--- src/rtl/core/assert_macros.svh ---
// Concurrent assertion macros shared by the core RTL.
`ifndef ASSERT_MACROS_SVH
`define ASSERT_MACROS_SVH

`ifndef NO_ASSERTIONS

// same-cycle implication
`define ASSERT_IMP(lbl, clk, rst_n, ante, cons) \
	lbl: assert property (@(posedge clk) disable iff (!rst_n) (ante) |-> (cons)) \
		else $error("core assertion failed");

// next-cycle implication
`define ASSERT_NEXT(lbl, clk, rst_n, ante, cons) \
	lbl: assert property (@(posedge clk) disable iff (!rst_n) (ante) |=> (cons)) \
		else $error("core assertion failed");

`else

`define ASSERT_IMP(lbl, clk, rst_n, ante, cons)
`define ASSERT_NEXT(lbl, clk, rst_n, ante, cons)

`endif

`endif

--- src/rtl/core/pidw_pkg.sv ---
// Shared widths, constants and types of the PID core.
package pidw_pkg;

	localparam int DATA_W     = 32;
	localparam int FRAC_W     = 16;
	localparam int SUM_W      = 48;
	localparam int LIM_W      = 31;
	localparam int CFG_IDX_W  = 3;
	localparam int NUM_STAGES = 6;

	// angle wrap threshold, 360.0 in Q16.16
	localparam logic signed [DATA_W-1:0] WRAP_LIMIT = DATA_W'(360 * (2 ** FRAC_W));
	localparam logic signed [DATA_W-1:0] WRAP_NEG   = -WRAP_LIMIT;

	localparam logic signed [DATA_W-1:0] ERR_MAX = {1'b0, {(DATA_W-1){1'b1}}};
	localparam logic signed [DATA_W-1:0] ERR_MIN = {1'b1, {(DATA_W-1){1'b0}}};
	localparam logic signed [SUM_W-1:0]  SUM_MAX = {1'b0, {(SUM_W-1){1'b1}}};
	localparam logic signed [SUM_W-1:0]  SUM_MIN = {1'b1, {(SUM_W-1){1'b0}}};

	// configuration register indexes
	typedef enum logic [CFG_IDX_W-1:0] {
		REG_KP           = 3'd0,
		REG_KI           = 3'd1,
		REG_KD           = 3'd2,
		REG_MAX_INTEGRAL = 3'd3,
		REG_MAX_DRIVE    = 3'd4,
		REG_WRAP_ENABLE  = 3'd5
	} cfg_reg_t;

	// per-stage load strobes and occupancy, stage 1 at bit 0
	typedef struct packed {
		logic [NUM_STAGES-1:0] load;
		logic [NUM_STAGES-1:0] valid;
	} pipe_ctl_t;

endpackage

--- src/rtl/core/pidw_ctrl.sv ---
// Pipeline flow control: stage occupancy, load strobes and handshakes.
module pidw_ctrl (
	input  logic                  clk,
	input  logic                  arst_n,
	input  logic                  in_valid,
	output logic                  in_ready,
	output logic                  out_valid,
	input  logic                  out_ready,
	output pidw_pkg::pipe_ctl_t   ctl
);

	localparam int N = pidw_pkg::NUM_STAGES;

	logic [N-1:0] valid_q;
	logic [N-1:0] en;
	logic [N-1:0] load;

	// a stage may take a beat when empty or when it passes its own on
	always_comb begin
		en[N-1] = !valid_q[N-1] || out_ready;
		for (int k = N - 2; k >= 0; k--) begin
			en[k] = !valid_q[k] || en[k+1];
		end
		load[0] = en[0] && in_valid;
		for (int k = 1; k < N; k++) begin
			load[k] = en[k] && valid_q[k-1];
		end
	end

	always_ff @(posedge clk or negedge arst_n) begin
		if (!arst_n) begin
			valid_q <= '0;
		end else begin
			if (en[0]) begin
				valid_q[0] <= in_valid;
			end
			for (int k = 1; k < N; k++) begin
				if (en[k]) begin
					valid_q[k] <= valid_q[k-1];
				end
			end
		end
	end

	assign in_ready  = en[0];
	assign out_valid = valid_q[N-1];
	assign ctl.load  = load;
	assign ctl.valid = valid_q;

endmodule

--- config.mk ---
export PLATFORM = sky130hd
export DESIGN_NAME = pidw_ctrl
export DESIGN_NICKNAME = d
export VERILOG_FILES = /design/src/rtl/core/assert_macros.svh /design/src/rtl/core/pidw_pkg.sv /design/src/rtl/core/pidw_ctrl.sv
export SDC_FILE = /design/constraint.sdc
export NUM_CORES = 1
export LEC_CHECK = 0
export BUFFER_PORTS_ARGS = -buffer_cell sky130_fd_sc_hd__buf_4
export CAP_MARGIN = 20
export CORE_AREA = 2 2 39 41
export DETAILED_ROUTE_END_ITERATION = 16
export DIE_AREA = 0 0 41 43
export SYNTH_ARGS = -nofsm -noshare
export SYNTH_HDL_FRONTEND = slang
export SYNTH_SLANG_ARGS = --single-unit
--- constraint.sdc ---
create_clock -name clk -period 2.44 [get_ports clk]
set_clock_uncertainty 0.1 [all_clocks]
set_input_delay 0 -clock clk [delete_from_list [all_inputs] [get_ports clk]]
set_output_delay 0 -clock clk [all_outputs]
set_load 0.005 [all_outputs]
==> results_dict.tcl <==
set metrics [dict create \
    layout-area-overhead-vs-synth_pct 63.0 \
    holdCritStartpoint "valid_q[3]" \
    tightestPinTransition_ns 0.287 \
    wl_per_cell_um 9.69 \
    cts_root_buf "sky130_fd_sc_hd__clkbuf_4" \
    data_required_time_at_the_worst_endpoint_ns 2.34 \
    fp-row-count 14 \
    finalCritPeriodShare_pct 61.5 \
    rr_endpoint "valid_q[0]" \
    post_synthesis_mux_area_share_pct 0 \
    yosysWarningCount 0 \
    antenna_found_initial 0 \
    antenna_violating_nets_post_route 0 \
    p_per_area_mw_per_mm2 662 \
    gr-usage-all-layers_pct 9.89 \
    cts_inserted_buffers 3 \
    netlist.area_leader.share_pct 50.4 \
    cts_hold_repair.buffers 4 \
    dominantRegCellSynth "sky130_fd_sc_hd__dfrtp_1" \
    largest_registers "valid_q: 6 flops" \
    avgSynthCellArea_um2 11.0 \
    syn-cell-area_um2 298 \
    max_clock_freq_ghz 0.666 \
    fin_total_pwr_uw 322 \
    syn_inst 27 \
    first_global_vias 250 \
    cts_tree "yes" \
    antenna_cells_inserted 0 \
    top_register "valid_q" \
    worstPathMaxFanout 9 \
    fin_crit_ns 1.50 \
    final_net_count 54 \
    edff_count_synth 0 \
    cts-root-to-sink-buffers 2 \
    netlist_top_cells_area "sky130_fd_sc_hd__dfrtp_1 (50%), sky130_fd_sc_hd__a21o_1 (5.0%), sky130_fd_sc_hd__nand2b_1 (4.2%)" \
    status "complete, no violations" \
    post_drt_via_cell_ratio 4.38 \
    timing.max_cap.violations 0 \
    number_of_register_bits_inferred_by_synthesis 6 \
    remaining_drc_errors 0 \
    timing.critical_path.to_type "primary output" \
    hold_class "reg2reg" \
    critical_path.reg2reg.startpoint "valid_q[4]" \
    holdPathEnd "valid_q[4]" \
    synth.yosys.seq_area_share_pct 50.4 \
    final_cell_count_no_fill 64 \
    final.fill_count 137 \
    grt_max_degree 11 \
    drt-pass1-iter-count 2 \
    cp.arrival_ns 1.40 \
    dp.final_hpwl_um 481 \
    timing.hold.worst_path_depth 1 \
    core_area_mm2 0.00138 \
    cell_leakage_power_uw 0.000230 \
    routed_wirelength_um 620 \
    number_of_clock_sinks_seen_by_cts 6 \
    slew_headroom_pct 80.9 \
    reg2reg_depth 2 \
    die_y_um 43 \
    synth-compound-area-share_pct 21.4 \
    post_synth_xor_area_fraction_pct 0 \
    multi_input_comb_area_um2 118 \
    path_clk_slew_ns 0.04 \
    synth_fa_ha_area_share_pct 0 \
    synth_area_leader_cell "sky130_fd_sc_hd__dfrtp_1" \
    initial_utilization_pct 21.5 \
    synth_top_family_by_area "compound AO/OA/AOI/OAI gates" \
    floorplan.io_pins 18 \
    floorplan.die_area_mm2 0.00176 \
    post_synth_num_cell_types 18 \
    synthTopCellsByCount "sky130_fd_sc_hd__dfrtp_1 (6), sky130_fd_sc_hd__a21o_1 (2), sky130_fd_sc_hd__inv_1 (2), sky130_fd_sc_hd__nand2b_1 (2), sky130_fd_sc_hd__nor2b_1 (2)" \
    synth-async-reset-ratio_pct 100 \
    placedCellCount 57 \
    place.port_buffers 17 \
    cts_resized 0 \
    largest_reg_flops 6 \
    post_cts_buffers 0 \
    slew_viol_final 0 \
    rrSetupSlack_ns 1.23 \
    rsz0062_at_grt "no" \
    cts_htree_levels 1 \
    place.gp.congestion 0.648 \
    finalHoldViolCount 0 \
    setup_total_negative_slack_ns 0 \
    setup.worst_path.start_class "input pin" \
    post_route_cells_drive_above_1_share_pct 41.7 \
    clock_insertion_delay_worst_skew_ns 0.25 \
    detailroute.via_count 280 \
    synthMostInstantiatedCell "sky130_fd_sc_hd__dfrtp_1" \
    grt_pass1_wl_um 1050 \
    overflow 0 \
    mappedNetlistNets 31 \
    criticalPathCategory "in2out" \
    layout.area.seq_um2 150 \
    irDropWorstVdd_v 0.000254 \
    drtIter0Drc 1 \
    setup_viol 0 \
    synth_simple_gate_area_share_pct 18.1 \
    die_width_um 41 \
]
[logic make-up (layout without fill, tap and decap cells)]
logic type,after synthesis,in the layout
DFF,6,6
and+or+nand+nor,8,8
AOI/OAI and AO/OA,8,8
buffers and inverters,5,26
[worst max-delay path, stage by stage]
cell	delay, ns
sky130_fd_sc_hd__dlygate4sd3_1	0.53
sky130_fd_sc_hd__buf_4	0.14
sky130_fd_sc_hd__and4b_1	0.41
sky130_fd_sc_hd__a41oi_1	0.16
sky130_fd_sc_hd__buf_4	0.16
[per-layer routing]
| layer | share of wire, % | GRT usage [%] | vias to the layer above | routed length [µm] |
|---|---|---|---|---|
| met4 | 1.6 | 10.0 | 0 | 10 |
| met5 | 0 | 0 | - | 0 |
| li1 | - | - | 142 | - |
| met1 | 40 | 9.80 | 127 | 246 |
| met3 | 7.1 | 7.85 | 3 | 44 |
| met2 | 51 | 11.9 | 8 | 318 |
[worst max-delay path by stage]
stage / start / to / slack, ns / cells past startpoint
3_3_place_gp: valid_q[4] / valid_q[0] / 1.26 / 2
2_1_floorplan: valid_q[4] / valid_q[0] / 1.26 / 3
6_report: out_ready / ctl[6] / 0.94 / 5
4_1_cts: out_ready / ctl[6] / 0.94 / 5
3_5_place_dp: valid_q[4] / valid_q[0] / 1.25 / 2
5_1_grt: valid_q[4] / ctl[6] / 0.87 / 3
[final cells by class]
cell class / count / area share [%]
clock buffer: 3 / 4.64
inverter: 2 / 1.55
multi-input combinational: 16 / 24.2
sequential: 6 / 30.9
tap: 16 / 4.12
timing repair buffer: 21 / 34.5
[layout by cell type (no fill, tap or decap)]
master and n:
sky130_fd_sc_hd__a21o_1 2, sky130_fd_sc_hd__dlygate4sd3_1 4, sky130_fd_sc_hd__clkbuf_4 3, sky130_fd_sc_hd__a31oi_1 1, sky130_fd_sc_hd__buf_4 17, sky130_fd_sc_hd__a21boi_0 1, sky130_fd_sc_hd__nand2b_1 2, sky130_fd_sc_hd__nor2b_1 2
sky130_fd_sc_hd__a21boi_1 1, sky130_fd_sc_hd__a41o_1 1, sky130_fd_sc_hd__and4b_1 1, sky130_fd_sc_hd__a41oi_1 1, sky130_fd_sc_hd__a31o_1 1, sky130_fd_sc_hd__nand4_1 1, sky130_fd_sc_hd__or2_1 1, sky130_fd_sc_hd__inv_1 2
sky130_fd_sc_hd__dfrtp_1 6, sky130_fd_sc_hd__and2_1 1
[report_power, final]
part	total, µW	leakage [µW]	switching [µW]	internal [µW]
clock network	90.1	0.0000138	34.6	55.5
registers	133	0.0000631	19.9	113
logic	98.3	0.000153	34.5	63.8
total	322	0.000230	89.0	233
[per-stage QoR]
stage	utilization (%)	setup slack (ns)	area (µm²)	hold WS, ns
global placement	30.6	1.26	423	-0.289
global route	35.1	0.871	485	0.426
detailed placement	30.6	1.25	423	-0.287
floorplan	-	1.26	298	-0.396
CTS	35.1	0.940	485	0.404
finish	35.1	0.939	485	0.399
No activity file was read; power rests on OpenSTA's default activity.
