## src/rtl/core/assert_macros.svh

```systemverilog
// Concurrent assertion macros shared by the core RTL.
`ifndef ASSERT_MACROS_SVH
`define ASSERT_MACROS_SVH

`ifndef NO_ASSERTIONS

// same-cycle implication
`define ASSERT_IMP(lbl, clk, rst_n, ante, cons) \
	lbl: assert property (@(posedge clk) disable iff (!rst_n) (ante) |-> (cons)) \
		else $error("core assertion failed");

// next-cycle implication
`define ASSERT_NEXT(lbl, clk, rst_n, ante, cons) \
	lbl: assert property (@(posedge clk) disable iff (!rst_n) (ante) |=> (cons)) \
		else $error("core assertion failed");

`else

`define ASSERT_IMP(lbl, clk, rst_n, ante, cons)
`define ASSERT_NEXT(lbl, clk, rst_n, ante, cons)

`endif

`endif

```

## src/rtl/core/pidw_pkg.sv

```systemverilog
// Shared widths, constants and types of the PID core.
package pidw_pkg;

	localparam int DATA_W     = 32;
	localparam int FRAC_W     = 16;
	localparam int SUM_W      = 48;
	localparam int LIM_W      = 31;
	localparam int CFG_IDX_W  = 3;
	localparam int NUM_STAGES = 6;

	// angle wrap threshold, 360.0 in Q16.16
	localparam logic signed [DATA_W-1:0] WRAP_LIMIT = DATA_W'(360 * (2 ** FRAC_W));
	localparam logic signed [DATA_W-1:0] WRAP_NEG   = -WRAP_LIMIT;

	localparam logic signed [DATA_W-1:0] ERR_MAX = {1'b0, {(DATA_W-1){1'b1}}};
	localparam logic signed [DATA_W-1:0] ERR_MIN = {1'b1, {(DATA_W-1){1'b0}}};
	localparam logic signed [SUM_W-1:0]  SUM_MAX = {1'b0, {(SUM_W-1){1'b1}}};
	localparam logic signed [SUM_W-1:0]  SUM_MIN = {1'b1, {(SUM_W-1){1'b0}}};

	// configuration register indexes
	typedef enum logic [CFG_IDX_W-1:0] {
		REG_KP           = 3'd0,
		REG_KI           = 3'd1,
		REG_KD           = 3'd2,
		REG_MAX_INTEGRAL = 3'd3,
		REG_MAX_DRIVE    = 3'd4,
		REG_WRAP_ENABLE  = 3'd5
	} cfg_reg_t;

	// per-stage load strobes and occupancy, stage 1 at bit 0
	typedef struct packed {
		logic [NUM_STAGES-1:0] load;
		logic [NUM_STAGES-1:0] valid;
	} pipe_ctl_t;

endpackage

```

## src/rtl/core/pidw_back.sv

```systemverilog
// Term scaling, integral clamp, total and drive clamp into the result register.
module pidw_back (
	input  logic                                          clk,
	input  pidw_pkg::pipe_ctl_t                           ctl,
	input  logic [pidw_pkg::LIM_W-1:0]                    max_integral,
	input  logic [pidw_pkg::LIM_W-1:0]                    max_drive,
	input  logic signed [2*pidw_pkg::DATA_W-1:0]          pprod_s4,
	input  logic signed [2*pidw_pkg::DATA_W-1:0]          iprod_hi_s4,
	input  logic signed [pidw_pkg::DATA_W+pidw_pkg::FRAC_W:0] iprod_lo_s4,
	input  logic signed [2*pidw_pkg::DATA_W:0]            dprod_s4,
	output logic signed [pidw_pkg::DATA_W-1:0]            drive_s6,
	output logic                                          drive_clamped_s6,
	output logic                                          integral_clamped_s6
);

	localparam int DW  = pidw_pkg::DATA_W;
	localparam int FW  = pidw_pkg::FRAC_W;
	localparam int LW  = pidw_pkg::LIM_W;
	localparam int PW  = 2 * DW - FW;      // P term width
	localparam int DTW = 2 * DW + 1 - FW;  // D term width
	localparam int ILW = DW + 1;           // scaled low integral part
	localparam int IW  = 2 * DW;           // full integral term
	localparam int TW  = DTW + 2;          // total, with headroom

	logic signed [IW-1:0]  iterm;
	logic signed [IW-1:0]  ilim_pos;
	logic signed [IW-1:0]  ilim_neg;
	logic signed [DW-1:0]  iterm_c;
	logic                  iclamp;
	logic signed [PW-1:0]  pterm_s5;
	logic signed [DTW-1:0] dterm_s5;
	logic signed [DW-1:0]  iterm_s5;
	logic                  iclamp_s5;
	logic signed [TW-1:0]  total;
	logic signed [TW-1:0]  dlim_pos;
	logic signed [TW-1:0]  dlim_neg;
	logic signed [DW-1:0]  drive_c;
	logic                  dclamp;

	// stage 5: integral term ki*hi + floor(ki*lo / 2^16), then clamp
	always_comb begin
		iterm    = iprod_hi_s4 +
			{{(IW-ILW){iprod_lo_s4[DW+FW]}}, iprod_lo_s4[DW+FW:FW]};
		ilim_pos = {{(IW-LW){1'b0}}, max_integral};
		ilim_neg = -ilim_pos;
		iclamp   = 1'b1;
		if (iterm >= ilim_pos) begin
			iterm_c = ilim_pos[DW-1:0];
		end else if (iterm <= ilim_neg) begin
			iterm_c = ilim_neg[DW-1:0];
		end else begin
			iterm_c = iterm[DW-1:0];
			iclamp  = 1'b0;
		end
	end

	always_ff @(posedge clk) begin
		if (ctl.load[4]) begin
			pterm_s5  <= pprod_s4[2*DW-1:FW];
			dterm_s5  <= dprod_s4[2*DW:FW];
			iterm_s5  <= iterm_c;
			iclamp_s5 <= iclamp;
		end
	end

	// stage 6: sum of terms and drive clamp
	always_comb begin
		total    = {{(TW-PW){pterm_s5[PW-1]}}, pterm_s5} +
			{{(TW-DTW){dterm_s5[DTW-1]}}, dterm_s5} +
			{{(TW-DW){iterm_s5[DW-1]}}, iterm_s5};
		dlim_pos = {{(TW-LW){1'b0}}, max_drive};
		dlim_neg = -dlim_pos;
		dclamp   = 1'b1;
		if (total >= dlim_pos) begin
			drive_c = dlim_pos[DW-1:0];
		end else if (total <= dlim_neg) begin
			drive_c = dlim_neg[DW-1:0];
		end else begin
			drive_c = total[DW-1:0];
			dclamp  = 1'b0;
		end
	end

	always_ff @(posedge clk) begin
		if (ctl.load[5]) begin
			drive_s6            <= drive_c;
			drive_clamped_s6    <= dclamp;
			integral_clamped_s6 <= iclamp_s5;
		end
	end

endmodule

```

## config.mk

```make
export PLATFORM = sky130hd
export DESIGN_NAME = pidw_back
export DESIGN_NICKNAME = d
export VERILOG_FILES = /design/src/rtl/core/assert_macros.svh /design/src/rtl/core/pidw_pkg.sv /design/src/rtl/core/pidw_back.sv
export SDC_FILE = /design/constraint.sdc
export NUM_CORES = 1
export LEC_CHECK = 0
export BUFFER_PORTS_ARGS = -buffer_cell sky130_fd_sc_hd__buf_2
export CORE_AREA = 2 2 232 234
export CTS_BUF_LIST = sky130_fd_sc_hd__clkbuf_4
export DETAILED_ROUTE_END_ITERATION = 8
export DIE_AREA = 0 0 234 236
export GPL_TIMING_DRIVEN = 0
export HOLD_SLACK_MARGIN = 0.15
export REMOVE_ABC_BUFFERS = 1
export SYNTH_ARGS = -nofsm -noshare
export SYNTH_HDL_FRONTEND = slang
export SYNTH_SLANG_ARGS = --single-unit
```

## constraint.sdc

```tcl
create_clock -name clk -period 7.26 [get_ports clk]
set_clock_uncertainty 0.2 [all_clocks]
set_input_delay 1.452 -clock clk [delete_from_list [all_inputs] [get_ports clk]]
set_output_delay 1.452 -clock clk [all_outputs]
set_load 0.1 [all_outputs]
```

==> impl_results.md <==
* Clk_lat worst skew at 0.66 ns
* Pwr/cell area at 320 mW/mm^2
* Ranking of synthesized cells by area: edfxtp_1, ha_1, a21oi_1
* Antenna Violating Nets Remaining at 0
* Peak VDD IR at 0.000262 V
* WP data required at 7.56 ns
* Worst Hold Path EP: integral_clamped_s6
* Synth warn at 0
* Gr ovfl total at 0
* Pre-antenna DRT Iters at 6
* Slew Limit Fails at 0
* Length in cells of the worst reg-to-reg path at 24
* WHS Path Cells at 0
* Non-Filler Instances at roughly 3400
* Total Power at 7.63 mW
* Count of final setup violators at 0
* Max Fanout on Critical Path at 16
* Num rows at 85
* Setup crit end kind: flip-flop
* Die span in x at 234 microns
* IO Pins at 351
* EDFF count, synth at approximately 160
* Clock root cell: clkbuf_4
* Synthesized instance count at 2455
* CP startpoint: iprod_hi_s4[13]
* Post-Syn Area at 0.0208 sq mm
* Worst slew pin tran at 1.07 ns
* DR WL/cell at 20.5 microns
* Final hold slack at 0.343 ns
* Worst r2r dst: drive_s6[9]
* Yosys top cell area share at 0.236
* Crit Path Class: input port to flip-flop
* Vias at roughly 20000
* Final hold violations at 0
* CTS Buf Count at 17
* Netlist cell types at between 80 and 90
* Max Cap Viol at 0
* Peak Freq at 140 MHz
* Reg-to-reg slack, setup at between 0.2 and 0.3 ns
* Worst-path clk slew at between 0.15 and 0.2 ns
* Layout area overhead at 14.3%
* Rel. slew slack at 0.286
* Register area share after synthesis at 0.236
* Multi-input logic area at 0.0154 sq mm
* Worst R2R Start: pterm_s5[1]
* Placed cells at roughly 3400
* Largest net degree at the start of global routing at 106
* Num Clock Sinks at 164
* Layout cell share with drive strength beyond 1 at 0.167
* Fillers at 5203
* Starting density of the core at 0.393
* Final Cycle Share at 0.984
* Cts hold-fix bufs at 0
* Min-delay worst type: flip-flop to flip-flop
* Status: finished, final reports clean
* Sequential Area at 0.00492 sq mm
* DRC viols at 0
* Post-synth top area cell: edfxtp_1
* Final min period at 7.14 ns
* HP Start: iclamp_s5
* WL final at 70300 microns
* H-tree depth at 4
* Drt initial violations at between 1500 and 2000
* Die area at 0.0552 sq mm
* Initial antenna violation count at 11
* Seq cells post-synth at 164
* Via/cell ratio at 5.85
* FFs w/ async S/R, synth at 0
* NumNets Final at approximately 3400
* Setup tns final at 0 ns
* Placer Congestion at 0.968
* Clock tree buffer depth at 2
* First-pass GRT wire length at 107000 microns
* Gr usage total at 0.248
* CTS tree: yes
* Port bufs at 292
* Core Region at about 0.053 sq mm
* Vias in the first global route at 19400
* LEAKAGE at 10.1 nW
* Worst Path Arrival at 7.44 ns
* Post-DP HPWL at 57400 microns
* Synth Flop Type: edfxtp_1
* CP Launch Type: input port
* Die height at roughly 240 microns
* Avg Synthesized Cell Area at 8.49 sq um
stage by stage:
stage	setup slack, ns	util	cell area [sq um]
2_1_floorplan	-1.32	-	20400
3_3_place_gp	-3.24	0.429	22800
6_report	0.119	0.449	23800
3_5_place_dp	-2.31	0.431	22900
4_1_cts	0.0560	0.443	23500
5_1_grt	-0.0316	0.449	23800
where the power goes:
part | switching (mW) | leakage (nW) | internal, mW
registers | 0.0712 | 1.61 | 1.30
clock network | 0.436 | 0.175 | 0.179
logic | 3.72 | 8.35 | 1.93
total | 4.22 | 10.1 | 3.41
timing repair:
item                                    4_1_cts  5_1_grt
resized for setup                            28       46
pin swaps                                     8        8
endpoints found under the hold margin         0        0
setup buffers                                10       11
endpoints found under the setup margin       66       62
cloned                                        2        1
cells in the final DEF (no fill, tap or decap), types with 17 or more instances in the layout:
cell | Yosys | layout
nor3_1 | 84 | 75
xnor2_1 | 96 | 92
o21ai_0 | 135 | 130
o21a_1 | 37 | 37
edfxtp_1 | 164 | 164
xor2_1 | 47 | 42
buf_2 | 28 | 290
a21oi_1 | 250 | 249
nand2b_1 | 23 | 23
a21o_1 | 75 | 74
nor4_1 | 29 | 26
nand3_1 | 43 | 41
nand2_1 | 175 | 173
o21ai_1 | 17 | 21
ha_1 | 289 | 282
buf_4 | 4 | 27
a211oi_1 | 34 | 33
and3_1 | 19 | 19
inv_1 | 129 | 129
mux2i_1 | 31 | 31
fa_1 | 51 | 51
nor2_1 | 223 | 220
o211ai_1 | 23 | 23
nand4_1 | 103 | 103
clkbuf_4 | 0 | 17
or3_1 | 19 | 19
flip-flops by register name (all words and copies together), names as in the netlist:
name	count
iclamp_s5	1
integral_clamped_s6	1
dterm_s5	49
iterm_s5	32
drive_s6	32
drive_clamped_s6	1
pterm_s5	48
worst max-delay path by stage:
stage	end	slack [ns]
finish	iterm_s5[23]	0.12
global route	drive_s6[9]	-0.03
CTS	iterm_s5[23]	0.06
detailed placement	iterm_s5[0]	-2.31
global placement	iterm_s5[2]	-3.24
floorplan	iterm_s5[18]	-1.32
cell usage after synthesis, drive strengths merged, types with 5 or more instances:
cell type and n:
a2111oi 7, a211o 5, a211oi 35, a21boi 19
a21o 75, a21oi 255, a221oi 9, a22oi 5
a2bb2oi 5, a31oi 16, and2 13, and3 19
and4 9, buf 35, clkbuf 57, edfxtp 164
fa 51, ha 289, inv 130, mux2 9
mux2i 31, nand2 175, nand2b 23, nand3 43
nand4 103, nor2 223, nor2b 15, nor3 84
nor3b 7, nor4 30, o2111ai 6, o211a 8
o211ai 23, o21a 38, o21ai 153, o21bai 10
o221ai 5, o22ai 11, o31a 5, o31ai 12
or2 16, or3 19, or4 10, xnor2 96
xor2 47
layout make-up:
cell class                      count  area share
Sequential cell                   164       0.207
Clock inverter                     15     0.00878
Timing Repair Buffer              321      0.0731
Antenna cell                        8    0.000841
Multi-Input combinational cell   2071       0.648
Inverter                          131      0.0207
Clock buffer                       17     0.00536
Tap cell                          696      0.0366
worst max-delay path: stages:
cell       delay [ns]
buf_2            0.10
ha_1             0.43
nand2_1          0.15
o21ai_0          0.49
a21oi_1          0.20
a21oi_1          0.23
nor2_1           0.12
o21ai_0          0.31
xor2_2           0.32
ha_1             0.31
nand4_1          0.13
nor4_1           0.15
o311ai_2         0.15
o211ai_1         0.27
a2111oi_4        0.37
o2111ai_1        0.20
or3_1            0.33
or4_1            0.58
nor4_4           0.20
buf_4            0.16
a41o_4           0.35
a21boi_2         0.22
a2bb2oi_2        0.18
per-layer routing:
metal  GRT usage  vias to the layer above  routed length (microns)
li1            -                     9762                        -
met1       0.311                     9491                    29700
met2       0.432                      617                    34800
met3      0.0295                      135                     3340
met4      0.0936                        4                     2450
met5           0                        -                       18
kinds of logic (layout without fill, tap and decap cells):
group	count (synthesis)	in the layout	synth area share
AND/OR/NAND/NOR	798	798	0.189
XOR/XNOR	143	143	0.0601
other	0	8	0
adder cells (fa/ha/maj)	340	340	0.222
multiplexers	40	40	0.0198
buffers and inverters	223	484	0.0433
flip-flops	164	164	0.236
AO/OA/AOI/OAI	747	750	0.229
(Power assumes the default switching activity.)
