$ cat src/rtl/core/assert_macros.svh
// Concurrent assertion macros shared by the core RTL.
`ifndef ASSERT_MACROS_SVH
`define ASSERT_MACROS_SVH

`ifndef NO_ASSERTIONS

// same-cycle implication
`define ASSERT_IMP(lbl, clk, rst_n, ante, cons) \
	lbl: assert property (@(posedge clk) disable iff (!rst_n) (ante) |-> (cons)) \
		else $error("core assertion failed");

// next-cycle implication
`define ASSERT_NEXT(lbl, clk, rst_n, ante, cons) \
	lbl: assert property (@(posedge clk) disable iff (!rst_n) (ante) |=> (cons)) \
		else $error("core assertion failed");

`else

`define ASSERT_IMP(lbl, clk, rst_n, ante, cons)
`define ASSERT_NEXT(lbl, clk, rst_n, ante, cons)

`endif

`endif

$ cat src/rtl/core/pidw_pkg.sv
// Shared widths, constants and types of the PID core.
package pidw_pkg;

	localparam int DATA_W     = 32;
	localparam int FRAC_W     = 16;
	localparam int SUM_W      = 48;
	localparam int LIM_W      = 31;
	localparam int CFG_IDX_W  = 3;
	localparam int NUM_STAGES = 6;

	// angle wrap threshold, 360.0 in Q16.16
	localparam logic signed [DATA_W-1:0] WRAP_LIMIT = DATA_W'(360 * (2 ** FRAC_W));
	localparam logic signed [DATA_W-1:0] WRAP_NEG   = -WRAP_LIMIT;

	localparam logic signed [DATA_W-1:0] ERR_MAX = {1'b0, {(DATA_W-1){1'b1}}};
	localparam logic signed [DATA_W-1:0] ERR_MIN = {1'b1, {(DATA_W-1){1'b0}}};
	localparam logic signed [SUM_W-1:0]  SUM_MAX = {1'b0, {(SUM_W-1){1'b1}}};
	localparam logic signed [SUM_W-1:0]  SUM_MIN = {1'b1, {(SUM_W-1){1'b0}}};

	// configuration register indexes
	typedef enum logic [CFG_IDX_W-1:0] {
		REG_KP           = 3'd0,
		REG_KI           = 3'd1,
		REG_KD           = 3'd2,
		REG_MAX_INTEGRAL = 3'd3,
		REG_MAX_DRIVE    = 3'd4,
		REG_WRAP_ENABLE  = 3'd5
	} cfg_reg_t;

	// per-stage load strobes and occupancy, stage 1 at bit 0
	typedef struct packed {
		logic [NUM_STAGES-1:0] load;
		logic [NUM_STAGES-1:0] valid;
	} pipe_ctl_t;

endpackage

$ cat src/rtl/core/pidw_front.sv
// Input register, error with saturation and angle wrap, error sum and delta.
module pidw_front (
	input  logic                                    clk,
	input  logic                                    arst_n,
	input  pidw_pkg::pipe_ctl_t                     ctl,
	input  logic signed [pidw_pkg::DATA_W-1:0]      set_point,
	input  logic signed [pidw_pkg::DATA_W-1:0]      measured,
	input  logic                                    wrap_enable,
	output logic signed [pidw_pkg::DATA_W-1:0]      err_s3,
	output logic signed [pidw_pkg::SUM_W-1:0]       sum_s3,
	output logic signed [pidw_pkg::DATA_W:0]        delta_s3
);

	localparam int DW = pidw_pkg::DATA_W;
	localparam int SW = pidw_pkg::SUM_W;

	logic signed [DW-1:0] set_point_s1;
	logic signed [DW-1:0] measured_s1;
	logic signed [DW:0]   diff;
	logic signed [DW-1:0] err_sat;
	logic signed [DW-1:0] err_wrap;
	logic signed [DW-1:0] err_s2;
	logic signed [SW:0]   sum_ext;
	logic signed [SW-1:0] sum_next;
	logic signed [DW:0]   delta;
	logic signed [DW-1:0] prev_err_q;
	logic signed [SW-1:0] err_sum_q;

	// stage 1: input register
	always_ff @(posedge clk) begin
		if (ctl.load[0]) begin
			set_point_s1 <= set_point;
			measured_s1  <= measured;
		end
	end

	// stage 2: saturated difference, then optional wrap by 360
	always_comb begin
		diff = {set_point_s1[DW-1], set_point_s1} - {measured_s1[DW-1], measured_s1};
		if (diff[DW] != diff[DW-1]) begin
			err_sat = diff[DW] ? pidw_pkg::ERR_MIN : pidw_pkg::ERR_MAX;
		end else begin
			err_sat = diff[DW-1:0];
		end
		if (wrap_enable && (err_sat > pidw_pkg::WRAP_LIMIT)) begin
			err_wrap = err_sat - pidw_pkg::WRAP_LIMIT;
		end else if (wrap_enable && (err_sat < pidw_pkg::WRAP_NEG)) begin
			err_wrap = err_sat + pidw_pkg::WRAP_LIMIT;
		end else begin
			err_wrap = err_sat;
		end
	end

	always_ff @(posedge clk) begin
		if (ctl.load[1]) begin
			err_s2 <= err_wrap;
		end
	end

	// stage 3: saturating sum and difference to the previous error
	always_comb begin
		sum_ext = {err_sum_q[SW-1], err_sum_q} + {{(SW-DW+1){err_s2[DW-1]}}, err_s2};
		if (sum_ext[SW] != sum_ext[SW-1]) begin
			sum_next = sum_ext[SW] ? pidw_pkg::SUM_MIN : pidw_pkg::SUM_MAX;
		end else begin
			sum_next = sum_ext[SW-1:0];
		end
		delta = {err_s2[DW-1], err_s2} - {prev_err_q[DW-1], prev_err_q};
	end

	// controller state doubles as the stage 3 register
	always_ff @(posedge clk or negedge arst_n) begin
		if (!arst_n) begin
			err_sum_q  <= '0;
			prev_err_q <= '0;
		end else if (ctl.load[2]) begin
			err_sum_q  <= sum_next;
			prev_err_q <= err_s2;
		end
	end

	always_ff @(posedge clk) begin
		if (ctl.load[2]) begin
			delta_s3 <= delta;
		end
	end

	assign err_s3 = prev_err_q;
	assign sum_s3 = err_sum_q;

endmodule

$ cat config.mk
export PLATFORM = sky130hd
export DESIGN_NAME = pidw_front
export DESIGN_NICKNAME = d
export VERILOG_FILES = /design/src/rtl/core/assert_macros.svh /design/src/rtl/core/pidw_pkg.sv /design/src/rtl/core/pidw_front.sv
export SDC_FILE = /design/constraint.sdc
export NUM_CORES = 1
export LEC_CHECK = 0
export ABC_AREA = 1
export BUFFER_PORTS_ARGS = -buffer_cell sky130_fd_sc_hd__buf_2
export CAP_MARGIN = 15
export CELL_PAD_IN_SITES_DETAIL_PLACEMENT = 0
export CELL_PAD_IN_SITES_GLOBAL_PLACEMENT = 1
export CORE_MARGIN = 2
export CORE_UTILIZATION = 45
export CTS_BUF_LIST = sky130_fd_sc_hd__clkbuf_8
export CTS_CLUSTER_DIAMETER = 60
export DETAILED_ROUTE_END_ITERATION = 10
export PLACE_DENSITY = 0.84
export RECOVER_POWER = 100
export SKIP_LAST_GASP = 1
export SYNTH_ARGS = -nofsm -noshare
export SYNTH_HDL_FRONTEND = slang
export SYNTH_SLANG_ARGS = --single-unit
$ cat constraint.sdc
create_clock -name clk -period 3.6 [get_ports clk]
set_input_delay 0 -clock clk [delete_from_list [all_inputs] [get_ports clk]]
set_output_delay 0 -clock clk [all_outputs]
set_load 0.05 [all_outputs]
==> impl_metrics.xml, run 1 <==
<?xml version="1.0" encoding="UTF-8"?>
<metrics>
  <group name="yosys">
    <metric name="syn-num-nets" unit="">2163</metric>
    <metric name="synth_warnings" unit="">0</metric>
    <metric name="synth_edf_count" unit="">129</metric>
    <metric name="synth-async-reset-ratio" unit="%">38.28</metric>
    <metric name="syn-mean-instance-area" unit="um^2">7.735</metric>
    <metric name="largest_cells_by_area_after_synthesis" unit="">edfxtp_1 (25%), dfrtp_1 (13%), nand2_1 (13%), ha_1 (9.5%), inv_1 (6.2%)</metric>
    <metric name="yosys_register_bits" unit="">209</metric>
    <metric name="yosysMostFrequentCell" unit="">nand2_1</metric>
    <metric name="synthDominantCellAreaShare" unit="%">25.47</metric>
    <metric name="synthesis.instances" unit="">1966</metric>
    <metric name="yosysUniqueCellTypes" unit="">49</metric>
    <metric name="netlist.top_cell.by_area" unit="">edfxtp_1</metric>
    <metric name="seq_total_area_yosys" unit="%">38.64</metric>
    <metric name="yosys_most_used_dff" unit="">edfxtp_1</metric>
    <metric name="netlist_area" unit="um^2">15210</metric>
    <metric name="synth_common_cells" unit="">nand2_1 (524), inv_1 (252), nor2_1 (198)</metric>
  </group>
  <group name="cts">
    <metric name="tritoncts" unit="">done</metric>
    <metric name="clock_sinks" unit="">209</metric>
    <metric name="path_clk_slew" unit="ns">0.06</metric>
    <metric name="root_buf_cell" unit="">clkbuf_8</metric>
    <metric name="ctsHtreeMaxLevel" unit="">2</metric>
    <metric name="number_of_cts_inserted_buffers" unit="">39</metric>
    <metric name="clock_path_buffers" unit="">3</metric>
    <metric name="clock_latency" unit="ns">0.61</metric>
  </group>
  <group name="routing">
    <metric name="via_count" unit="">13870</metric>
    <metric name="detail_route.drc_violations" unit="">0</metric>
    <metric name="antenna_violating_nets_post_route" unit="">0</metric>
    <metric name="vias_per_cell" unit="">5.027</metric>
    <metric name="drt_first_pass_iters" unit="">5</metric>
    <metric name="drt_wl_total" unit="mm">43.31</metric>
    <metric name="wire_per_inst" unit="um">15.69</metric>
    <metric name="dr.first_iter.drc_count" unit="">886</metric>
  </group>
  <group name="floorplanning">
    <metric name="floorplan_die_height" unit="um">187.8</metric>
    <metric name="die_x" unit="um">187.8</metric>
    <metric name="start_util" unit="%">45.58</metric>
    <metric name="design.core.area" unit="um^2">33360</metric>
    <metric name="top_level_ports" unit="">192</metric>
    <metric name="die-area" unit="um^2">35280</metric>
    <metric name="row_count" unit="">67</metric>
  </group>
  <group name="global_routing">
    <metric name="grt_pass1_vias" unit="">13190</metric>
    <metric name="maximum_number_of_pins_on_one_net_before_global_route_repair" unit="">81</metric>
    <metric name="globalRoute.totalOverflow" unit="">0</metric>
    <metric name="groute.usage.overall" unit="%">24.09</metric>
    <metric name="global_route_wire_length_before_repair" unit="mm">68.20</metric>
    <metric name="grt_antenna_before_repair" unit="">0</metric>
  </group>
  <group name="timing">
    <metric name="worst_clock_skew" unit="ns">0.03883</metric>
    <metric name="worstMarginPinSlew" unit="ns">2.423</metric>
    <metric name="timing.slew.headroom" unit="%">-61.53</metric>
    <metric name="period_minus_slack" unit="ns">3.456</metric>
    <metric name="slew_violations" unit="">76</metric>
    <metric name="fin_ws" unit="ns">0.1438</metric>
    <metric name="post-route-period-util" unit="%">96.01</metric>
    <metric name="final-hold-violation-count" unit="">0</metric>
    <metric name="timing.final.setup_violations" unit="">0</metric>
    <metric name="rsz0062_at_grt" unit="">true</metric>
    <metric name="timing.fmax" unit="GHz">0.2893</metric>
  </group>
  <group name="layout">
    <metric name="antenna-diode-count" unit="">0</metric>
    <metric name="areaGrowthSynthToFinish" unit="%">22.98</metric>
    <metric name="drive_gt1_share" unit="%">12.41</metric>
    <metric name="design.final.nets" unit="">2480</metric>
    <metric name="finish.utilization" unit="%">56.05</metric>
  </group>
  <group name="setup_path">
    <metric name="critPathCaptureType" unit="">flop</metric>
    <metric name="r2r_start" unit="">set_point_s1[0]$_DFFE_PP_</metric>
    <metric name="crit_start" unit="">set_point_s1[0]$_DFFE_PP_</metric>
    <metric name="startpoint_type" unit="">flop</metric>
    <metric name="required_worst_endpoint" unit="ns">3.96</metric>
    <metric name="crit_path_max_incr_delay" unit="ns">0.37</metric>
    <metric name="worstPathMaxFanout" unit="">7</metric>
    <metric name="critical-path-slowest-cell" unit="">edfxtp_1</metric>
    <metric name="timing.critical_path.mode_cell" unit="">nand2_4</metric>
    <metric name="r2r_end" unit="">err_s2[20]$_DFFE_PP_</metric>
    <metric name="reg2regPathDepth" unit="">25</metric>
    <metric name="arrival" unit="ns">3.81</metric>
    <metric name="critical_path_sink" unit="">err_s2[20]$_DFFE_PP_</metric>
    <metric name="critical_path_class" unit="">reg -&gt; reg</metric>
    <metric name="setup.reg_to_reg.worst_slack" unit="ns">0.14</metric>
  </group>
  <group name="hold_path">
    <metric name="timing.hold.worst.class" unit="">in -&gt; reg</metric>
    <metric name="min-delay-start" unit="">set_point[1]</metric>
  </group>
  <group name="power">
    <metric name="ir_worst_vdd" unit="mV">0.5344</metric>
    <metric name="static-leakage-power" unit="nW">8.800</metric>
    <metric name="overall_power" unit="W">0.01843</metric>
    <metric name="power_density" unit="nW/um^2">985.5</metric>
  </group>
  <group name="placed_design">
    <metric name="placement.setup.worst_slack" unit="ns">0.09393</metric>
    <metric name="port-buffer-count" unit="">182</metric>
    <metric name="gp_congestion" unit="">0.8855</metric>
    <metric name="estimated_wirelength_of_the_detail_placed_design" unit="mm">32.46</metric>
  </group>
  <group name="job">
    <metric name="cap_viol_max_count" unit="">2</metric>
  </group>
  <group name="status">
    <metric name="violations" unit="">max-capacitance violations, max-slew violations</metric>
    <metric name="outcome" unit="">finished with violations</metric>
  </group>
</metrics>
## repair_timing
item,CTS,global route
hold endpoints to repair,165,18
setup buffers,0,22
resized for setup,0,91
setup endpoints to repair,0,63
hold buffers,68,1
## routing by layer
| metal | share of wire, % | wire length, um | global-route usage (%) |
|---|---|---|---|
| met5 | 0 | 0 | 0 |
| met4 | 2.2 | 969 | 7.511 |
| met3 | 5.7 | 2464 | 4.005 |
| met2 | 47 | 20290 | 39.81 |
| met1 | 45 | 19590 | 32.38 |
## power by group
group / internal (W) / switching (W) / total [W]
logic: 0.00382 / 0.00799 / 0.0118
clock network: 0.00143 / 0.00109 / 0.00252
registers: 0.00352 / 0.000580 / 0.00410
total: 0.00877 / 0.00966 / 0.0184
## cell type report
cell class	count	area, um^2
timing repair inverter	1	6.256
multi-input combinational	1463	8393
clock inverter	29	266.5
clock buffer	41	564.3
fill	3245	14660
tap	448	560.5
sequential	209	5876
inverter	262	996.0
timing repair buffer	307	2039
## cells by family (layout without fill, tap and decap cells)
logic type | after synthesis | in the layout | synth area share, %
DFF | 209 | 209 | 38.64
xor gates and xnor gates | 107 | 107 | 6.163
buffers and inverters | 295 | 640 | 7.783
and+or+nand+nor | 866 | 867 | 23.74
AOI/OAI and AO/OA | 371 | 371 | 13.82
adders and majority gates | 118 | 118 | 9.857
## through the flow
step	hold slack, ns	instances	setup TNS [ns]	area (um^2)
detailed placement	0.1781	2594	0	16770
global route	0.1070	2760	-0.6496	18700
CTS	0.02358	2732	0	18280
floorplan	-0.2956	1966	0	15210
global placement	0.1766	2594	0	16770
finish	0.1053	2760	0	18700
## placed cells by master (no fill, tap or decap), types with 76 or more instances in the layout
cell type  netlist  routed
ha_1           115     111
o21ai_0        106     105
clkbuf_1        14     120
a21oi_1        180     179
xor2_1          76      76
inv_1          252     258
nor2_1         198     189
nand2_1        524     505
edfxtp_1       129     129
dfrtp_1         80      80
## flip-flops by register name, summed over array words and instances (netlist names)
register	count
sum_s3	48
err_s2	32
set_point_s1	32
measured_s1	32
err_s3	32
delta_s3	33
## critical path: cells and delay by family, from the launching register on
family	cells	cell delay, ns
fa+ha+maj	2	0.55
compound gates	2	0.45
simple gates	16	1.29
flops	1	0.37
buf+inv	5	0.53
## worst min path at each step
| stage | to | slack [ns] | cells past startpoint |
|---|---|---|---|
| floorplan | err_s3[0]$_DFFE_PN0P_ | -0.30 | 0 |
| global placement | measured_s1[17]$_DFFE_PP_ | 0.18 | 1 |
| detailed placement | measured_s1[13]$_DFFE_PP_ | 0.18 | 1 |
| CTS | err_s2[5]$_DFFE_PP_ | 0.02 | 1 |
| global route | measured_s1[21]$_DFFE_PP_ | 0.11 | 2 |
| finish | set_point_s1[1]$_DFFE_PP_ | 0.11 | 2 |
No activity file was read; power rests on OpenSTA's default activity.
==> run 2: changes to the inputs <==
Settings changed: CORE_UTILIZATION 45 to 48, PLACE_DENSITY 0.84 to 0.89.
Clock period 3.6 ns to 4.3 ns, I/O delays scaled along.
==> impl_metrics.xml, run 2 (synthesis results as in run 1) <==
<?xml version="1.0" encoding="UTF-8"?>
<metrics>
  <group name="placed_design">
    <metric name="port-buffer-count" unit="">182</metric>
    <metric name="estimated_wirelength_of_the_detail_placed_design" unit="mm">31.82</metric>
    <metric name="gp_congestion" unit="">0.9402</metric>
    <metric name="numPlacedInstances" unit="">2530</metric>
  </group>
  <group name="timing">
    <metric name="worstMarginPinSlew" unit="ns">4.268</metric>
    <metric name="worst_clock_skew" unit="ns">0.02562</metric>
    <metric name="final-hold-violation-count" unit="">0</metric>
    <metric name="worst_hold_margin" unit="ns">0.1394</metric>
    <metric name="post-route-period-util" unit="%">92.91</metric>
    <metric name="period_minus_slack" unit="ns">3.995</metric>
    <metric name="timing.fmax" unit="GHz">0.2503</metric>
    <metric name="timing.setup.tns" unit="ns">0</metric>
    <metric name="rsz0062_at_grt" unit="">false</metric>
    <metric name="timing.slew.headroom" unit="%">-184.5</metric>
    <metric name="timing.final.setup_violations" unit="">0</metric>
    <metric name="slew_violations" unit="">280</metric>
  </group>
  <group name="setup_path">
    <metric name="worstPathCellList" unit="">ha_1 &gt; inv_1 &gt; fa_1 &gt; nand3b_1 &gt; nand2_1 &gt; a21oi_1 &gt; o21ai_1 &gt; a21boi_0 &gt; clkbuf_1 &gt; o21ai_1 &gt; nand2_1 &gt; nand2_1 &gt; nand2_1 &gt; nand2_1 &gt; xor2_1 &gt; nand2_1 &gt; nand2_1 &gt; buf_6 &gt; a21oi_1</metric>
    <metric name="timing.critical_path.buf_inv" unit="">3</metric>
    <metric name="worst_path_dominant_cell_family" unit="">simple AND/OR/NAND/NOR gates</metric>
    <metric name="timing.critical_path.mode_cell" unit="">nand2_1</metric>
    <metric name="crit_path_max_incr_delay" unit="ns">0.41</metric>
    <metric name="required_worst_endpoint" unit="ns">4.72</metric>
    <metric name="startpoint_type" unit="">flop</metric>
    <metric name="worstPathMaxFanout" unit="">47</metric>
    <metric name="critical-path-slowest-cell" unit="">fa_1</metric>
    <metric name="arrival" unit="ns">4.42</metric>
    <metric name="critical_path_class" unit="">reg -&gt; reg</metric>
    <metric name="critPathCaptureType" unit="">flop</metric>
  </group>
  <group name="global_routing">
    <metric name="grt_pass1_vias" unit="">13310</metric>
    <metric name="global_route.usage.met1" unit="%">34.44</metric>
    <metric name="use_met2" unit="%">43.16</metric>
    <metric name="maximum_number_of_pins_on_one_net_before_global_route_repair" unit="">99</metric>
    <metric name="busiest_grt_layer" unit="">met2</metric>
    <metric name="grt_antenna_before_repair" unit="">0</metric>
    <metric name="grt_use_met3" unit="%">3.951</metric>
    <metric name="global_route_wire_length_before_repair" unit="mm">68.08</metric>
    <metric name="groute.usage.overall" unit="%">25.65</metric>
    <metric name="globalRoute.totalOverflow" unit="">0</metric>
  </group>
  <group name="floorplanning">
    <metric name="design.core.area" unit="um^2">31390</metric>
    <metric name="start_util" unit="%">48.44</metric>
    <metric name="top_level_ports" unit="">192</metric>
    <metric name="row_count" unit="">65</metric>
    <metric name="floorplan_die_height" unit="um">182.0</metric>
    <metric name="die_x" unit="um">182.0</metric>
    <metric name="die-area" unit="um^2">33120</metric>
  </group>
  <group name="routing">
    <metric name="dr.first_iter.drc_count" unit="">939</metric>
    <metric name="antenna_violating_nets_post_route" unit="">0</metric>
    <metric name="via_count" unit="">13870</metric>
    <metric name="vias_per_cell" unit="">5.197</metric>
    <metric name="drt_wl_total" unit="mm">42.63</metric>
    <metric name="detail_route.drc_violations" unit="">0</metric>
    <metric name="drt_first_pass_iters" unit="">5</metric>
    <metric name="wire_per_inst" unit="um">15.98</metric>
  </group>
  <group name="power">
    <metric name="power_switching" unit="W">0.007899</metric>
    <metric name="combPwrFrac" unit="%">62.7</metric>
    <metric name="power_density" unit="nW/um^2">833.9</metric>
    <metric name="power_frac_clock" unit="%">14.3</metric>
    <metric name="switching_power_as_a_share_of_total_power" unit="%">52.88</metric>
    <metric name="seqPwrFrac" unit="%">23.1</metric>
    <metric name="overall_power" unit="W">0.01494</metric>
    <metric name="ir_worst_vdd" unit="mV">0.4667</metric>
    <metric name="internal_power" unit="W">0.007038</metric>
    <metric name="static-leakage-power" unit="nW">8.467</metric>
  </group>
  <group name="layout">
    <metric name="antenna-diode-count" unit="">0</metric>
    <metric name="drive_gt1_share" unit="%">8.914</metric>
    <metric name="final.fill_count" unit="">2984</metric>
    <metric name="post_route_insts_no_fill" unit="">2668</metric>
    <metric name="design.final.nets" unit="">2436</metric>
    <metric name="mostFrequentLayoutCells" unit="">nand2_1 (524), inv_1 (257), nor2_1 (198)</metric>
    <metric name="areaGrowthSynthToFinish" unit="%">17.79</metric>
    <metric name="layout.cells.most_common" unit="">nand2_1</metric>
    <metric name="largest_register_ffs" unit="">48</metric>
    <metric name="finish.utilization" unit="%">57.06</metric>
  </group>
  <group name="cts">
    <metric name="clock_latency" unit="ns">0.57</metric>
    <metric name="path_clk_slew" unit="ns">0.07</metric>
    <metric name="clock_sinks" unit="">209</metric>
    <metric name="root_buf_cell" unit="">clkbuf_8</metric>
    <metric name="clock_path_buffers" unit="">3</metric>
    <metric name="number_of_cts_inserted_buffers" unit="">38</metric>
    <metric name="tritoncts" unit="">done</metric>
    <metric name="ctsHtreeMaxLevel" unit="">2</metric>
  </group>
  <group name="status">
    <metric name="violations" unit="">max-capacitance violations, max-slew violations</metric>
    <metric name="outcome" unit="">finished with violations</metric>
  </group>
  <group name="job">
    <metric name="cap_viol_max_count" unit="">5</metric>
  </group>
  <group name="hold_path">
    <metric name="timing.hold.worst.class" unit="">in -&gt; reg</metric>
  </group>
</metrics>
run 2: layer usage:
metal  vias to the layer above  share of wire, %
met2                       403                47
met4                         0               2.3
li1                       7033                 -
met1                      6366                46
met5                         -                 0
met3                        64               5.5
run 2: power by group through the flow:
stage,clock network [W],logic [W],registers [W]
6_report,0.00213,0.00936,0.00344
2_1_floorplan,0,0.00564,0.00489
3_5_place_dp,0,0.00938,0.00346
4_1_cts,0.00218,0.00947,0.00342
3_3_place_gp,0,0.00928,0.00344
5_1_grt,0.00228,0.0104,0.00350
run 2: what timing repair did:
item	in CTS	in global routing
setup endpoints to repair	0	12
resized for setup	0	1
endpoints found under the hold margin	146	0
buffers inserted	0	4
hold buffers	66	0
run 2: final cells by class:
class / count / area (um^2) / area share (%)
tap: 402 / 503.0 / 2.808
inverter: 262 / 983.4 / 5.490
multi-input combinational: 1462 / 8155 / 45.53
sequential: 209 / 5876 / 32.80
clock inverter: 26 / 279.0 / 1.558
timing repair buffer: 266 / 1551 / 8.662
clock buffer: 41 / 564.3 / 3.150
run 2: path summary, 6_finish.rpt:
check,start,endpoint,slack (ns),cells past startpoint
max,sum_s3[0]$_DFFE_PN0P_,sum_s3[24]$_DFFE_PN0P_,0.30,19
min,set_point[13],set_point_s1[13]$_DFFE_PP_,0.14,2
min in group asynchronous,arst_n,sum_s3[38]$_DFFE_PN0P_,0.63,2
min reg2reg,sum_s3[37]$_DFFE_PN0P_,sum_s3[37]$_DFFE_PN0P_,0.55,2
max in group asynchronous,arst_n,sum_s3[47]$_DFFE_PN0P_,0.87,3
max reg2reg,sum_s3[0]$_DFFE_PN0P_,sum_s3[24]$_DFFE_PN0P_,0.30,19
run 2: metrics by stage:
step,instance area (um^2),worst slack [ns]
finish,17910,0.3049
global placement,16540,0.4412
detailed placement,16540,0.3654
global route,17910,0.01686
floorplan,15210,0.9244
CTS,18040,0.3316
==> run 3: changes to the inputs <==
Settings changed: CORE_UTILIZATION 48 to 41, PLACE_DENSITY 0.89 to 0.81.
Clock period 4.3 ns to 3.3 ns, I/O delays scaled along.
==> impl_metrics.xml, run 3 (synthesis results as in run 1) <==
<?xml version="1.0" encoding="UTF-8"?>
<metrics>
  <group name="setup_path">
    <metric name="startpoint_type" unit="">flop</metric>
    <metric name="crit_path_max_incr_delay" unit="ns">0.38</metric>
    <metric name="critical-path-slowest-cell" unit="">edfxtp_1</metric>
    <metric name="reg2regPathDepth" unit="">22</metric>
    <metric name="crit_start" unit="">set_point_s1[6]$_DFFE_PP_</metric>
    <metric name="critPathCaptureType" unit="">flop</metric>
    <metric name="worstPathCellList" unit="">ha_1 &gt; nand2_1 &gt; inv_1 &gt; a21oi_1 &gt; nand2_4 &gt; nand2_4 &gt; nand2_4 &gt; nand2_4 &gt; buf_4 &gt; nand3_1 &gt; nand2_2 &gt; nand2_4 &gt; buf_6 &gt; nand2_2 &gt; buf_6 &gt; o21a_1 &gt; nand2_1 &gt; nand4_1 &gt; nand3_4 &gt; buf_6 &gt; nand2_1 &gt; nand2_1</metric>
    <metric name="required_worst_endpoint" unit="ns">3.65</metric>
    <metric name="worstPathMaxFanout" unit="">7</metric>
    <metric name="r2r_start" unit="">set_point_s1[6]$_DFFE_PP_</metric>
    <metric name="r2r_end" unit="">err_s2[26]$_DFFE_PP_</metric>
    <metric name="arrival" unit="ns">3.63</metric>
    <metric name="timing.critical_path.mode_cell" unit="">nand2_4</metric>
    <metric name="critical_path_class" unit="">reg -&gt; reg</metric>
    <metric name="setup.reg_to_reg.worst_slack" unit="ns">0.02</metric>
  </group>
  <group name="routing">
    <metric name="dr.first_iter.drc_count" unit="">768</metric>
    <metric name="drt_first_pass_iters" unit="">5</metric>
    <metric name="via_count" unit="">14180</metric>
    <metric name="vias_per_cell" unit="">4.958</metric>
    <metric name="drt_wl_total" unit="mm">44.29</metric>
    <metric name="detail_route.drc_violations" unit="">0</metric>
    <metric name="wire_per_inst" unit="um">15.48</metric>
    <metric name="antenna_violating_nets_post_route" unit="">0</metric>
  </group>
  <group name="status">
    <metric name="outcome" unit="">finished with violations</metric>
    <metric name="violations" unit="">max-capacitance violations, max-slew violations</metric>
  </group>
  <group name="timing">
    <metric name="final-hold-violation-count" unit="">0</metric>
    <metric name="post-route-period-util" unit="%">99.38</metric>
    <metric name="period_minus_slack" unit="ns">3.280</metric>
    <metric name="timing.setup.tns" unit="ns">0</metric>
    <metric name="worst_clock_skew" unit="ns">0.02174</metric>
    <metric name="timing.slew.headroom" unit="%">-90.23</metric>
    <metric name="worstMarginPinSlew" unit="ns">2.853</metric>
    <metric name="timing.final.setup_violations" unit="">0</metric>
    <metric name="rsz0062_at_grt" unit="">true</metric>
    <metric name="slew_violations" unit="">219</metric>
    <metric name="timing.fmax" unit="GHz">0.3049</metric>
  </group>
  <group name="global_routing">
    <metric name="globalRoute.totalOverflow" unit="">0</metric>
    <metric name="groute.usage.overall" unit="%">22.73</metric>
    <metric name="maximum_number_of_pins_on_one_net_before_global_route_repair" unit="">84</metric>
    <metric name="grt_antenna_before_repair" unit="">0</metric>
    <metric name="global_route_wire_length_before_repair" unit="mm">70.24</metric>
    <metric name="grt_pass1_vias" unit="">13800</metric>
  </group>
  <group name="cts">
    <metric name="ctsHtreeMaxLevel" unit="">2</metric>
    <metric name="number_of_cts_inserted_buffers" unit="">40</metric>
    <metric name="clock_latency" unit="ns">0.61</metric>
    <metric name="root_buf_cell" unit="">clkbuf_8</metric>
    <metric name="clock_path_buffers" unit="">3</metric>
    <metric name="path_clk_slew" unit="ns">0.06</metric>
    <metric name="tritoncts" unit="">done</metric>
    <metric name="clock_sinks" unit="">209</metric>
  </group>
  <group name="layout">
    <metric name="post-route-cell-area" unit="um^2">19220</metric>
    <metric name="mostFrequentLayoutCells" unit="">nand2_1 (507), inv_1 (262), nor2_1 (189)</metric>
    <metric name="drive_gt1_share" unit="%">15.92</metric>
    <metric name="areaGrowthSynthToFinish" unit="%">26.39</metric>
    <metric name="finish.utilization" unit="%">52.50</metric>
    <metric name="largest_register_ffs" unit="">48</metric>
    <metric name="layout.cells.most_common" unit="">nand2_1</metric>
    <metric name="antenna-diode-count" unit="">0</metric>
    <metric name="design.final.nets" unit="">2560</metric>
    <metric name="final.fill_count" unit="">3634</metric>
  </group>
  <group name="floorplanning">
    <metric name="floorplan_die_height" unit="um">196.6</metric>
    <metric name="die-area" unit="um^2">38650</metric>
    <metric name="die_x" unit="um">196.6</metric>
    <metric name="design.core.area" unit="um^2">36610</metric>
    <metric name="row_count" unit="">70</metric>
    <metric name="start_util" unit="%">41.54</metric>
    <metric name="top_level_ports" unit="">192</metric>
  </group>
  <group name="hold_path">
    <metric name="min_to" unit="">set_point_s1[12]$_DFFE_PP_</metric>
    <metric name="worstHoldPathCells" unit="">2</metric>
    <metric name="min-delay-start" unit="">set_point[12]</metric>
    <metric name="timing.hold.worst.class" unit="">in -&gt; reg</metric>
  </group>
  <group name="power">
    <metric name="power_density" unit="nW/um^2">1069</metric>
    <metric name="ir_worst_vdd" unit="mV">0.5477</metric>
    <metric name="static-leakage-power" unit="nW">9.108</metric>
    <metric name="overall_power" unit="W">0.02054</metric>
  </group>
  <group name="job">
    <metric name="cap_viol_max_count" unit="">4</metric>
  </group>
  <group name="placed_design">
    <metric name="gp_congestion" unit="">0.8878</metric>
    <metric name="port-buffer-count" unit="">182</metric>
    <metric name="estimated_wirelength_of_the_detail_placed_design" unit="mm">34.52</metric>
    <metric name="placement.cell_area" unit="um^2">17520</metric>
  </group>
</metrics>
[run 3: cell count changes in the layout (fill, tap and decap cells not counted), sizes merged]
cell,change
dlymetal6s4s,-1
dlygate4sd3,+2
inv,+8
clkbuf,+3
clkinv,+1
bufinv,-5
buf,+119
[run 3: how the worst max path moves through the flow]
stage	end	slack, ns	depth (start not counted)
finish	err_s2[26]$_DFFE_PP_	0.02	22
global route	err_s2[26]$_DFFE_PP_	-0.27	27
CTS	err_s2[26]$_DFFE_PP_	-0.006	27
detailed placement	err_s2[26]$_DFFE_PP_	-0.12	28
global placement	err_s2[30]$_DFFE_PP_	-0.04	27
floorplan	sum_s3[10]$_DFFE_PN0P_	0.08	19
[run 3: layout make-up]
type	instances	area [um^2]	area share [%]
Timing Repair Buffer	387	2545	13.24
Clock buffer	43	591.8	3.079
Tap cell	468	585.6	3.047
Sequential cell	209	5878	30.58
Multi-Input combinational cell	1462	8452	43.97
Inverter	262	991.0	5.156
Clock inverter	29	170.2	0.8854
Timing Repair inverter	1	6.256	0.03255
[run 3: timing repair]
item / CTS / global route
endpoints found under the hold margin: 216 / 0
gates resized for setup: 21 / 76
cloned: 1 / 1
setup buffers: 2 / 8
pin swaps: 7 / 16
endpoints found under the setup margin: 62 / 64
hold buffers: 68 / 0
[run 3: critical path, delay by kind of cell (launching register included)]
kind | cells | cell delay [ns]
buffers and inverters | 5 | 0.58
AND/OR/NAND/NOR | 14 | 1.28
AO/OA/AOI/OAI | 2 | 0.38
adder cells (fa/ha/maj) | 1 | 0.38
flip-flops | 1 | 0.38
[run 3: per-layer routing]
layer  part of all wire, %  GRT usage (%)  wire (um)
met5                     0              0          0
met2                    45          37.10      20130
met3                   5.0          3.953       2223
met4                   2.9          7.602       1289
met1                    47          30.66      20640
[run 3: report_power, final]
part / switching, W / internal [W]
clock: 0.00118 / 0.00130
sequential: 0.000678 / 0.00384
combinational: 0.00886 / 0.00468
[run 3: stage by stage]
step | cells | setup slack (ns) | hold WS [ns]
after CTS | 2852 | -0.006234 | 0.05628
after global routing | 2861 | -0.2700 | 0.07959
after floorplan | 1966 | 0.07513 | -0.2956
after detailed placement | 2709 | -0.1240 | 0.1781
final | 2861 | 0.02040 | 0.1002
after global placement | 2709 | -0.04427 | 0.1767
